$ cat src/rtl/core/cbcq_pkg.sv
// Shared types, codes and defaults for the cell buffer with change queue.
package cbcq_pkg;

    localparam int DEF_MAX_ROWS    = 64;
    localparam int DEF_MAX_COLS    = 128;
    localparam int DEF_QUEUE_DEPTH = 1024;

    localparam int CFG_IDX_W  = 1;
    localparam int CFG_DATA_W = 8;
    localparam int ROWS_CFG_W = 7;
    localparam int COLS_CFG_W = 8;

    localparam logic [CFG_IDX_W-1:0]  CFG_ROWS_IN_USE = 1'd0;
    localparam logic [CFG_IDX_W-1:0]  CFG_COLS_IN_USE = 1'd1;
    localparam logic [ROWS_CFG_W-1:0] ROWS_RESET      = 7'd64;
    localparam logic [COLS_CFG_W-1:0] COLS_RESET      = 8'd128;

    localparam logic [1:0] KIND_SET   = 2'd0;
    localparam logic [1:0] KIND_GET   = 2'd1;
    localparam logic [1:0] KIND_POP   = 2'd2;
    localparam logic [1:0] KIND_CLEAR = 2'd3;

    typedef struct packed {
        logic [1:0]  kind;
        logic [7:0]  row;
        logic [7:0]  col;
        logic [15:0] value;
    } t_in_item;

    typedef struct packed {
        logic        ok;
        logic [5:0]  out_row;
        logic [6:0]  out_col;
        logic [15:0] out_value;
        logic        dropped;
    } t_out_item;

    typedef struct packed {
        logic init_wr;
        logic capture;
        logic cell_rd_in;
        logic q_rd;
        logic pop_take;
        logic set_wr;
        logic clr_start;
        logic clr_issue;
        logic out_load;
        logic out_mem;
    } t_cmd;

    typedef struct packed {
        logic init_last;
        logic in_range;
        logic q_empty;
        logic clr_empty;
        logic clr_last;
        logic out_free;
    } t_sts;

endpackage

$ cat src/rtl/core/cbcq_ctrl.sv
// Controller state machine: sequences init sweep, set, get, pop and clear.
module cbcq_ctrl (
    input  logic            i_clk,
    input  logic            i_rst_n,
    input  logic            i_in_valid,
    input  logic [1:0]      i_kind,
    input  cbcq_pkg::t_sts  i_sts,
    output logic            o_in_ready,
    output cbcq_pkg::t_cmd  o_cmd
);

    localparam logic [3:0] ST_INIT = 4'd0;
    localparam logic [3:0] ST_IDLE = 4'd1;
    localparam logic [3:0] ST_SETW = 4'd2;
    localparam logic [3:0] ST_GETO = 4'd3;
    localparam logic [3:0] ST_POPA = 4'd4;
    localparam logic [3:0] ST_POPO = 4'd5;
    localparam logic [3:0] ST_CLR  = 4'd6;
    localparam logic [3:0] ST_CLRD = 4'd7;
    localparam logic [3:0] ST_FIN  = 4'd8;

    logic [3:0] r_state;
    logic [3:0] n_state;

    always_ff @(posedge i_clk) begin
        if (!i_rst_n) begin
            r_state <= ST_INIT;
        end else begin
            r_state <= n_state;
        end
    end

    always_comb begin
        n_state    = r_state;
        o_cmd      = '0;
        o_in_ready = 1'b0;
        case (r_state)
            ST_INIT: begin
                o_cmd.init_wr = 1'b1;
                if (i_sts.init_last) begin
                    n_state = ST_IDLE;
                end
            end
            ST_IDLE: begin
                o_in_ready = 1'b1;
                if (i_in_valid) begin
                    o_cmd.capture = 1'b1;
                    n_state       = ST_FIN;
                    case (i_kind)
                        cbcq_pkg::KIND_SET: begin
                            if (i_sts.in_range) begin
                                o_cmd.cell_rd_in = 1'b1;
                                n_state          = ST_SETW;
                            end
                        end
                        cbcq_pkg::KIND_GET: begin
                            if (i_sts.in_range) begin
                                o_cmd.cell_rd_in = 1'b1;
                                n_state          = ST_GETO;
                            end
                        end
                        cbcq_pkg::KIND_POP: begin
                            if (!i_sts.q_empty) begin
                                o_cmd.q_rd = 1'b1;
                                n_state    = ST_POPA;
                            end
                        end
                        default: begin
                            if (!i_sts.clr_empty) begin
                                o_cmd.clr_start = 1'b1;
                                n_state         = ST_CLR;
                            end
                        end
                    endcase
                end
            end
            ST_SETW: begin
                // write and report together once the output register frees up
                if (i_sts.out_free) begin
                    o_cmd.set_wr   = 1'b1;
                    o_cmd.out_load = 1'b1;
                    n_state        = ST_IDLE;
                end
            end
            ST_GETO: begin
                if (i_sts.out_free) begin
                    o_cmd.out_load = 1'b1;
                    o_cmd.out_mem  = 1'b1;
                    n_state        = ST_IDLE;
                end
            end
            ST_POPA: begin
                o_cmd.pop_take = 1'b1;
                n_state        = ST_POPO;
            end
            ST_POPO: begin
                if (i_sts.out_free) begin
                    o_cmd.out_load = 1'b1;
                    o_cmd.out_mem  = 1'b1;
                    n_state        = ST_IDLE;
                end
            end
            ST_CLR: begin
                o_cmd.clr_issue = 1'b1;
                if (i_sts.clr_last) begin
                    n_state = ST_CLRD;
                end
            end
            ST_CLRD: begin
                // last cell of the walk is compared and written here
                n_state = ST_FIN;
            end
            ST_FIN: begin
                if (i_sts.out_free) begin
                    o_cmd.out_load = 1'b1;
                    n_state        = ST_IDLE;
                end
            end
            default: begin
                n_state = ST_IDLE;
            end
        endcase
    end

endmodule

$ cat config.mk
export PLATFORM = sky130hd
export DESIGN_NAME = cbcq_ctrl
export DESIGN_NICKNAME = d
export VERILOG_FILES = /design/src/rtl/core/cbcq_pkg.sv /design/src/rtl/core/cbcq_ctrl.sv
export SDC_FILE = /design/constraint.sdc
export NUM_CORES = 1
export LEC_CHECK = 0
export ABC_AREA = 1
export BUFFER_PORTS_ARGS = -buffer_cell sky130_fd_sc_hd__buf_2
export CAP_MARGIN = 25
export CORE_AREA = 2 2 39 41
export CTS_CLUSTER_SIZE = 16
export DETAILED_ROUTE_END_ITERATION = 8
export DIE_AREA = 0 0 41 43
export SYNTH_ARGS = -nofsm -noshare
export SYNTH_HDL_FRONTEND = slang
export SYNTH_SLANG_ARGS = --single-unit
$ cat constraint.sdc
create_clock -name i_clk -period 1.5 [get_ports i_clk]
set_input_delay 0.225 -clock i_clk [delete_from_list [all_inputs] [get_ports i_clk]]
set_output_delay 0.225 -clock i_clk [all_outputs]
set_load 0.01 [all_outputs]
### Word-level counts from Yosys, hierarchy flattened

Index checks and enable logic that the tools add are counted.

* equality and inequality tests: 14
* multiplexer cells: 29
* reduce and logical (&&, ||, !) cells: 8

Operators by type and width (number)
* $mux W4: 8
* $pmux W4 S6: 1
* $eq A4 B3 Y1 const B: 4
* $mux W1: 15
* $pmux W4 S3: 1
* $eq A4 B2 Y1 const B: 2
* $mux W3: 2
* $ne A2 B2 Y1 const B: 3
* $reduce_or A2 Y1: 3
* $eq A4 B1 Y1 const B: 1
* $eq A4 B4 Y1 const B: 1
* $logic_not A4 Y1: 1
* $reduce_and A4 Y1: 1
* $reduce_or A4 Y1: 1
* $reduce_or A3 Y1: 1
* $eq A2 B1 Y1 const B: 1
* $eq A2 B2 Y1 const B: 1
* $logic_not A2 Y1: 1
* $mux W2: 1
* $ne A2 B1 Y1 const B: 1
* $pmux W1 S2: 1

* bits in registers: 4
* input bits: 11
* output and inout bits: 11

### Longest topological paths before layout

Gate-level depths: netlist of run 1.

* depth in word-level cells: 5
* depth in mapped cells: 9

### Worst setup path before layout of run 1

OpenSTA, ideal clock, no wires.

* path kind: register -> output
* start point: register r_state[0]
* end point: output o_cmd[3] in the netlist's numbering
* data arrival time: 0.965 ns
* data required time: 1.275 ns
* path slack: 0.310 ns
* cell stages (with the launch flop): 6
* path buffers: 1
* cell sequence: dfxtp_1 buf_6 inv_2 nor2_2 nand2_1 nor3_1

RTL lines
* start, declared: line cbcq_ctrl.sv:22 `logic [3:0] r_state;`
* start signal, assigned: line cbcq_ctrl.sv:29 `r_state <= n_state;`
* end, declared: line cbcq_ctrl.sv:9 `output cbcq_pkg::t_cmd o_cmd`

==> results of run 1 <==
==> power breakdown <==
part / total (mW) / internal, mW / switching, mW
sequential: 0.300 / 0.186 / 0.115
clock: 0.128 / 0.0892 / 0.0389
combinational: 0.913 / 0.369 / 0.544
total: 1.34 / 0.644 / 0.697
==> worst reg2reg max path, stage by stage, from the launching register on <==
cell	delay [ns]
dfxtp_4	0.37
nor2_4	0.06
buf_4	0.13
nand3b_2	0.07
nand2_2	0.07
nor2_4	0.18
nand3_1	0.10
nand2_1	0.07
nor2_1	0.03
==> cells in the mapped netlist (all sizes together) <==
library cell | number | area share (%)
dfxtp | 4 | 17
nor2 | 20 | 23
nand3 | 12 | 14
nor3 | 3 | 3.2
buf | 1 | 2.4
o21ai | 1 | 1.1
a21oi | 7 | 7.6
nor4 | 1 | 1.4
inv | 14 | 11
nand2 | 17 | 16
nand3b | 1 | 2.4
==> layer usage <==
metal / up-vias / GRT usage [%] / wire, microns
li1: 310 / - / -
met1: 263 / 19.3 / 534
met2: 10 / 23.4 / 567
met3: 0 / 3.14 / 39
met4: 0 / 0 / 0
met5: - / 0 / 0
==> cell families after synthesis <==
family	synth area share (%)
compound gates	8.65
simple gates	60.3
buf+inv	13.8
flops	17.3
==> worst max-delay path by stage <==
stage | depth (start not counted) | slack, ns | startpoint | to
floorplan | 5 | 0.31 | r_state[0] | o_cmd[3]
global placement | 7 | 0.20 | r_state[0] | o_cmd[1]
detailed placement | 5 | 0.17 | r_state[0] | o_cmd[6]
CTS | 7 | 0.01 | r_state[3] | o_cmd[1]
global route | 7 | 0.001 | r_state[2] | o_cmd[1]
finish | 5 | 0.09 | r_state[0] | o_cmd[6]
==> final cells by class <==
class,count,area [sq um],area share (%)
multi-input combinational,62,339,52.4
timing repair buffer,23,120,18.6
sequential,4,92.6,14.3
inverter,14,52.6,8.12
clock buffer,3,22.5,3.48
tap,16,20.0,3.09
==> timing repair <==
| action | in CTS | in global routing |
|---|---|---|
| pin swaps | 0 | 1 |
| resized for setup | 5 | 7 |
| setup endpoints to repair | 6 | 6 |
| setup buffers | 0 | 2 |
==> impl.org, run 1 <==
** Outcome
- Outcome :: finished clean

** Critical path
- Critical path arrival :: 1.19 ns
- The worst setup path is captured at an output port.
- For this run, the slowest stage of the critical path takes 0.38 ns.
- In this run the critical register-to-register path is captured at r_state[3].
- Worst reg-to-reg setup slack :: 0.31 ns
- Count of buffer and inverter cells on the critical path :: 2
- CP Cell Sequence :: inv_2, nor2_4, nand2_1, nor3_1, buf_2
- Worst Setup Path Type :: reg2out
- Category of the worst setup path launch point :: flop
- Counting cells, the worst reg-to-reg path comes to 8.
- For the worst setup path, the data required time is 1.27 ns.
- On the critical path, the stage with the largest delay is an instance of dfxtp_4.
- Critical register-to-register path startpoint :: r_state[2]
- Along the worst path, the maximum fanout reaches 7.
- Critical path's top delay family :: flip-flops

** CTS
- TritonCTS built the clock tree.
- The number of clock buffers added by TritonCTS is 3.
- Buffers inserted to repair hold after CTS numbered 0.
- In this run the number of H-tree levels came out at 1.
- The later pin in the worst-skew pair is clocked with a latency of 0.23 ns.
- Max Buffers Root-to-Sink :: 2
- Clock Root Buffer :: clkbuf_4
- Number of clock sinks seen by CTS :: 4
- After clock tree synthesis, the clock-pin slew on the worst setup and hold paths is 0.04 ns.

** Global route
- The initial antenna violation count came to 0.
- The number of global-route vias before repair is 463.
- Total global routing overflow :: 0
- Pin count of the biggest net entering global routing :: 10
- The first global-routing pass estimated 1810 microns of wire.
- Global routing used 14.2% of the available tracks.

** Layout
- Ratio of cells with drive above 1 in the final layout :: 44.3%
- Ranked by flip-flop count, first place goes to r_state.
- For this run, the share of the core covered by cells in the final layout is 46.7%.
- Relative to the synthesized area, the layout overhead comes to 39.7%.
- 0 antenna diodes ended up in the layout.
- Largest registers in the final layout :: r_state (4)
- Fill cell instance count of the final layout :: 154
- Final Non-Filler Cells :: 122
- Most common cell after layout, fill and taps aside :: buf_2
- Number of flip-flops in the largest register :: 4
- In the layout the commonest cells are buf_2 (21), nand2_1 (13), nor2_1 (13).
- At the end of the flow, the number of nets in the layout was 119.
- Fin area :: 647 sq um

** STA
- For this run, the top clock speed supported by timing is 0.708 GHz.
- Number of pins with negative max-slew slack in the final report :: 0
- For the pin with the worst max-slew slack, the measured transition is 0.226 ns.
- Counting I/O delays and the setup requirement, the final critical path takes 1.41 ns.
- On the final layout, the worst clock skew is 0.00192 ns.
- Setup repair after global routing left no endpoint under its margin.
- The tightest hold path in the finished design has a slack of 0.245 ns.
- The worst path uses 94.2% of the clock period.
- In this run the tightest slew margin relative to its limit is 84.8%.
- Final Hold Fails :: 0
- In the final timing run, aggregate negative setup slack is 0 ns.
- Setup violations remaining at the end of the flow were counted as 0.
- After layout, the worst setup slack is 0.0871 ns.

** Die
- Number of standard-cell rows in the floorplan :: 14
- Die W :: 41 microns
- Placeable core region :: 1380 sq um
- The floorplan step defined a die boundary enclosing 1760 sq um.
- In this run the count of I/O pins placed on the die edge is 22.
- Initial core utilization :: 33.5%
- DIE HEIGHT :: 43 microns

** Power
- Total power for the finished layout comes to 1.34 mW.
- IR analysis of the VDD net gives a maximum drop of 789 uV.
- Leakage component of the power :: 0.389 nW
- Pwr/cell area :: 2070 nW/um^2

** Route
- The count of nets left with antenna violations once routing finished came out at 0.
- For this run, the detailed router's first-pass iteration total came to 4.
- Detailed-route vias per instance :: 4.78
- After the first detailed-routing iteration, the DRC count stood at 8.
- Total length of routed wires :: 1140 microns
- In the routed design, unresolved DRC markers number 0.
- Summing over every cut layer, the via total after detailed routing is 583.
- Dividing the detail-routed wire length by the instance count gives 9.35 microns.

** Worst hold path
- Worst Hold End :: r_state[0]
- Hold Crit Start :: i_rst_n
- Worst min-delay path category :: in2reg
- Count of cells along the worst hold path :: 3

** Synthesis
- After technology mapping, the gate count stands at 81.
- The number of nets handed over by synthesis was 92.
- After synthesis the netlist holds a flip-flop and latch count of 4.
- The cell area that synthesis handed to floorplanning was 463 sq um.
- Averaged over all synthesized cells, the footprint is 5.72 sq um.
- Synth warn :: 0
- Sequential cells were found to cover 17.3% of the synthesized design area.
- Number of different library cells in the post-synthesis netlist :: 17

** Placement
- Placer congestion estimate :: 0.745
- Timing analysis after detailed placement gives a worst setup slack of 0.175 ns.
- Buffers placed on the I/O ports in this run total 21.
- HPWL after DPL :: 932 microns
- After detailed placement, the design holds a cell count of 117.
- Once placement finished, the instance area stood at 577 sq um.

** Run
- Across the run, the number of max-cap violations was 0.
(Power assumes the default switching activity.)
==> run 2: changes to the inputs <==
clock period = 1.6 ns   (was 1.5 ns; I/O delays follow)
==> run 2 against run 1 <==
Against the previous run: flip-flop and latch count unchanged; sequential share of layout area decreased by 0.057 points; highest routed layer unchanged; die area is the same.
==> impl.org, run 2 (synthesis gave the netlist of run 1 again) <==
** Die
- Die W :: 41 microns
- The floorplan step defined a die boundary enclosing 1760 sq um.
- Row generation in the floorplan step produced 14 rows.
- Once the floorplan was initialized, standard cells occupied 33.5% of the core.
- The core region is 1380 sq um.
- 22 I/O pins were placed.
- The die is 43 microns tall.

** Critical path
- Critical register-to-register path startpoint :: r_state[0]
- Crit Path Max Fanout :: 9
- The worst setup path is of the reg2out kind.
- The worst setup path is captured at an output port.
- The endpoint identified for the worst register-to-register timing path is r_state[2].
- Critical path arrival :: 1.24 ns
- STA classifies the critical path startpoint as a flop.
- The critical path ends at o_cmd[6].
- Required time at the endpoint of the critical path :: 1.36 ns
- Worst reg-to-reg setup slack :: 0.39 ns
- Crit. Startpoint :: r_state[0]
- Worst r2r path cells :: 7

** CTS
- The root buffer cell chosen for the clock tree is clkbuf_4.
- CTS tree :: yes
- Counting the buffers created by CTS gives 3.
- CTS Hold Buffers Added :: 0
- Number of levels the H-tree was split into :: 1
- In this run the deepest clock path goes through 2 buffers.
- Clock tree synthesis found a total of 4 sinks.
- The clock reaches the later pin of the worst-skew pair after 0.23 ns.
- Clock-pin slew was measured on the worst setup and hold paths at 0.04 ns.

** Global route
- The initial antenna violation count is 0.
- First-pass GRT wire length :: 1770 microns
- Total global routing overflow :: 0
- Global routing used 22.2% of the available met2 tracks.
- The number of global-route vias before repair came to 443.
- Entering global routing, the biggest net connects 10 pins.
- GRT Total Usage :: 13.7%
- Global routing usage on met1 :: 19.0%
- Fraction of met3 tracks used by global routing :: 3.14%
- In this run the most used layer during global routing was met2.

** Layout
- In the final layout, flip-flops and latches occupy 87.6 sq um.
- After filler insertion, the fill cell instance count of the layout stands at 160.
- Number of flip-flops in the largest register :: 4
- Ratio of cells with drive above 1 in the final layout :: 42.3%
- The library cells used most frequently in the layout, excluding fill and tap cells, are buf_2 (21), nand2_1 (14), nor2_1 (13).
- The number of antenna diodes in the final layout is 0.
- The largest registers in the layout are r_state (4).
- Area growth from synthesis to final layout :: 32.7%
- Top reg by flops :: r_state
- Multi-input gate area :: 327 sq um
- Leaving out fill and tap cells, the most frequent cell in the layout is buf_2.
- Count of nets after finishing :: 117

** Power
- Pwr/cell area :: 1920 nW/um^2
- The analysis attributes to cell leakage a power of 0.375 nW.
- Max VDD drop :: 735 uV

** STA
- For the pin with the worst max-slew slack, the measured transition is 0.223 ns.
- After layout, the minimum clock period comes to 1.48 ns.
- Hold Slack :: 0.259 ns
- Worst-case clock skew :: 0.00206 ns
- For the final routed database, the setup TNS stands at 0 ns.
- Static timing analysis puts the maximum clock frequency at 0.675 GHz.
- Setup repair after global routing left no endpoint under its margin.
- Final Hold Fails :: 0
- Smallest setup slack after layout :: 0.118 ns
- Number of pins with negative max-slew slack in the final report :: 0
- Of the available clock period, the critical path in the final layout requires 92.6%.
- Measured against its own limit, the worst slew margin works out to 85.0%.
- Setup violations remaining at the end of the flow were counted as 0.

** Placement
- HPWL after DPL :: 932 microns
- Count of buffers from port buffering :: 21
- The congestion estimate from routability-driven global placement came to 0.745.
- At the placement stage, the worst setup path has a slack of 0.260 ns.

** Route
- In the routed layout, each cell is associated on average with a via count of 4.70.
- Total length of routed wires :: 1150 microns
- For this block, the initial DRC count from the detailed router was 7.
- Average routed wire per standard cell :: 9.58 microns
- Total number of vias :: 564
- The detail route stage leaves a number of antenna-violating nets equal to 0.
- The pre-antenna-repair detailed-routing pass consisted of 4 iterations.
- Residual DRC count :: 0

** Outcome
- Outcome :: finished clean

** Worst hold path
- Hold Crit Start :: i_rst_n
- Along the worst hold path, the cell count comes to 3.
- The worst hold path belongs to the class in2reg.

** Run
- Maximum Capacitance Violations :: 0
run 2: metrics by stage:
step           cells  area (sq um)  util [%]  total power, mW
3_5_place_dp     117           577      41.7             1.02
6_report         120           614      44.4             1.18
4_1_cts          120           599      43.3             1.14
5_1_grt          120           614      44.4             1.31
2_1_floorplan     81           463         -            0.843
3_3_place_gp     117           577      41.7             1.01
run 2: final cells by class:
| type | count | share of cell area, % |
|---|---|---|
| Sequential cell | 4 | 14.3 |
| Clock buffer | 3 | 3.67 |
| Tap cell | 16 | 3.26 |
| Multi-Input combinational cell | 62 | 53.2 |
| Inverter | 14 | 8.55 |
| Timing Repair Buffer | 21 | 17.1 |
run 2: timing repair:
item | CTS | global route
endpoints found under the hold margin | 0 | 0
gates resized for setup | 0 | 7
setup endpoints to repair | 0 | 6
setup buffers | 0 | 0
run 2: how the worst min path moves through the flow:
stage / to / slack [ns]
after detailed placement: r_state[0] / 0.50
after global routing: r_state[0] / 0.26
after floorplan: r_state[0] / 0.36
after CTS: r_state[0] / 0.26
final: r_state[0] / 0.26
after global placement: r_state[0] / 0.50
run 2: worst max-delay path, cell delays in order (launching register included):
cell and delay, ns:
dfxtp_4 0.40, inv_2 0.04, nor2_2 0.13, nand2_1 0.13, nor3_1 0.15, buf_2 0.16
run 2: where the power goes:
part	internal [mW]	total [mW]	switching (mW)
Clock	0.0836	0.121	0.0370
Sequential	0.165	0.273	0.108
Combinational	0.298	0.784	0.486
Total	0.547	1.18	0.631
run 2: metal layers:
layer / wire length (microns) / vias up
met4: 0 / 0
met2: 562 / 10
met1: 540 / 251
li1: - / 303
met3: 46 / 0
met5: 0 / -
==> run 3: changes to the inputs <==
PLACE_DENSITY = 0.72   (was default)
==> run 3 against run 2 <==
Against the previous run: non-clock buffer count stayed put; maximum frequency increased by 0.46%; sequential power is 4% lower; utilization fell by 0.18 points; setup slack improved by 0.0067 ns; die area stayed put; first-iteration DRC count increased by 71%; flip-flop and latch count unchanged; clock skew increased by 0.0035 ns; critical path depth stayed put.
==> impl.org, run 3 (synthesis gave the netlist of run 1 again) <==
** Critical path
- By startpoint and endpoint, the worst setup path is classified as reg2out.
- STA classifies the critical path startpoint as a flop.
- Required time at the endpoint of the critical path :: 1.36 ns
- Data on the critical path arrives at its endpoint at 1.24 ns.
- Element type at the critical path end :: output port
- Crit Path Max Fanout :: 9

** Layout
- Ratio of cells with drive above 1 in the final layout :: 41.3%
- The register with the most flip-flops in the layout has 4 of them.
- In the layout the commonest cells are buf_2 (21), nand2_1 (14), nor2_1 (14).
- Count of nets after finishing :: 117
- The number of antenna diodes in the final layout is 0.
- Summing all multi-input logic gate instances after layout gives 324 sq um.
- The library cell used most frequently in the layout, excluding fill and tap cells, is buf_2.
- r_state holds more flip-flops than any other register.
- Final Non-Filler Cells :: 120
- Fill cells in the final layout number 154.
- After routing the design area is 612 sq um.
- Largest registers in the final layout :: r_state (4)
- Registers take 87.6 sq um.
- Area growth from synthesis to final layout :: 32.2%

** Die
- The initial utilization of the core area, before any placement, comes to 33.5%.
- Number of standard-cell rows in the floorplan :: 14
- During I/O placement, the number of pins put on the boundary was 22.
- Die footprint :: 1760 sq um
- The die is 41 microns wide.
- Placeable core region :: 1380 sq um
- DIE HEIGHT :: 43 microns

** STA
- After routing, the total negative slack on setup checks comes to 0 ns.
- The number of pins exceeding their max-slew limit in the final report came to 0.
- The count of final hold-check violations was 0.
- Hold Slack :: 0.246 ns
- Time the final worst path needs with I/O delays and setup :: 1.48 ns
- Headroom to the max-slew limit came out at 84.6%.
- Post-route clock period utilization :: 92.2%
- Setup repair after global routing missed its margin :: no
- Worst-case clock skew :: 0.00551 ns
- Number of setup violations in the final report :: 0
- Slew of the pin with the lowest slew margin :: 0.230 ns
- FMAX :: 0.678 GHz

** Route
- Number of antenna-violating nets in the routed design :: 0
- Average routed wire per standard cell :: 9.23 microns
- Total number of vias :: 571
- Total length of routed wires :: 1110 microns
- The first detailed-routing pass took 4 iterations.
- Using the TritonRoute via totals, the vias-per-cell ratio works out to 4.76.
- DRC marker count from the first detailed-route iteration :: 12
- Residual DRC count :: 0

** Worst hold path
- The tightest min-delay check is of the in2reg type.

** Run
- Across the run, the number of max-cap violations was 0.

** Placement
- HPWL after DPL :: 880 microns
- Input and output buffers added on the ports amount to 21.
- At the end of routability-driven placement, the weighted congestion stood at 0.808.
- In this run the cell area measured after placement is 577 sq um.
- Including well taps, the total number of placed cells is 117.

** Power
- Pwr/cell area :: 1900 nW/um^2
- For this design the static power due to leakage is 0.375 nW.
- IR analysis of the VDD net gives a maximum drop of 785 uV.
- The design draws 1.16 mW.

** CTS
- Post-CTS setup buffer count :: 0
- Post-CTS clock slew at the launch and capture registers of the worst setup and hold paths :: 0.04 ns
- Counting the buffers created by CTS gives 3.
- Worst-Skew Late Latency :: 0.24 ns
- Gates resized during post-CTS repair numbered 1.
- The clock passes through at most 2 buffers.
- Number of levels the H-tree was split into :: 1
- The tree built by TritonCTS fans out to 4 sinks.
- CTS tree :: yes
- CTS Hold Buffers Added :: 0
- Clock Root Buffer :: clkbuf_4

** Global route
- The number of global-route vias before repair was 462.
- In the global route stage, met2 resource usage came out at 21.9%.
- Initial antenna violation count :: 0
- Total global routing overflow :: 0
- GRT Total Usage :: 14.3%
- Fraction of met3 tracks used by global routing :: 6.28%
- First-pass GRT wire length :: 1720 microns
- The global routing stage identified its most utilized layer as met2.
- Entering global routing, the biggest net connects 10 pins.
- Global routing used 17.4% of the available met1 tracks.

** Outcome
- Outcome :: finished clean
[run 3: area by class of cell]
type,instances,area share [%]
multi-input combinational,62,53.0
timing repair buffer,21,17.2
sequential,4,14.3
inverter,14,8.59
clock buffer,3,3.68
tap,16,3.27
[run 3: report_power, final]
group	leakage [nW]	switching, mW	internal [mW]
clock network	0.0138	0.0429	0.0840
registers	0.0347	0.0982	0.165
logic	0.327	0.479	0.295
total	0.375	0.620	0.544
[run 3: path summary, 6_finish.rpt]
path | startpoint | end | slack [ns] | cells past startpoint
worst max-delay path | r_state[0] | o_cmd[6] | 0.12 | 5
worst max register to register | r_state[2] | r_state[3] | 0.41 | 7
worst min-delay path | i_rst_n | r_state[0] | 0.25 | 3
worst min register to register | r_state[2] | r_state[2] | 0.54 | 2
[run 3: critical path: stages (launching register included)]
cell	delay [ns]
dfxtp_4	0.39
inv_2	0.04
nor2_2	0.13
nand2_1	0.14
nor3_1	0.15
buf_2	0.16
[run 3: through the flow]
step / setup WS, ns / util [%]
after global routing: 0.0173 / 44.2
after CTS: 0.0526 / 43.4
final: 0.125 / 44.2
after floorplan: 0.395 / -
after detailed placement: 0.262 / 41.7
after global placement: 0.297 / 41.7
[run 3: per-layer routing]
| layer | part of all wire (%) | wire length (microns) |
|---|---|---|
| met1 | 44 | 485 |
| met2 | 50 | 552 |
| met3 | 5.6 | 62 |
| met4 | 0.72 | 8 |
| met5 | 0 | 0 |
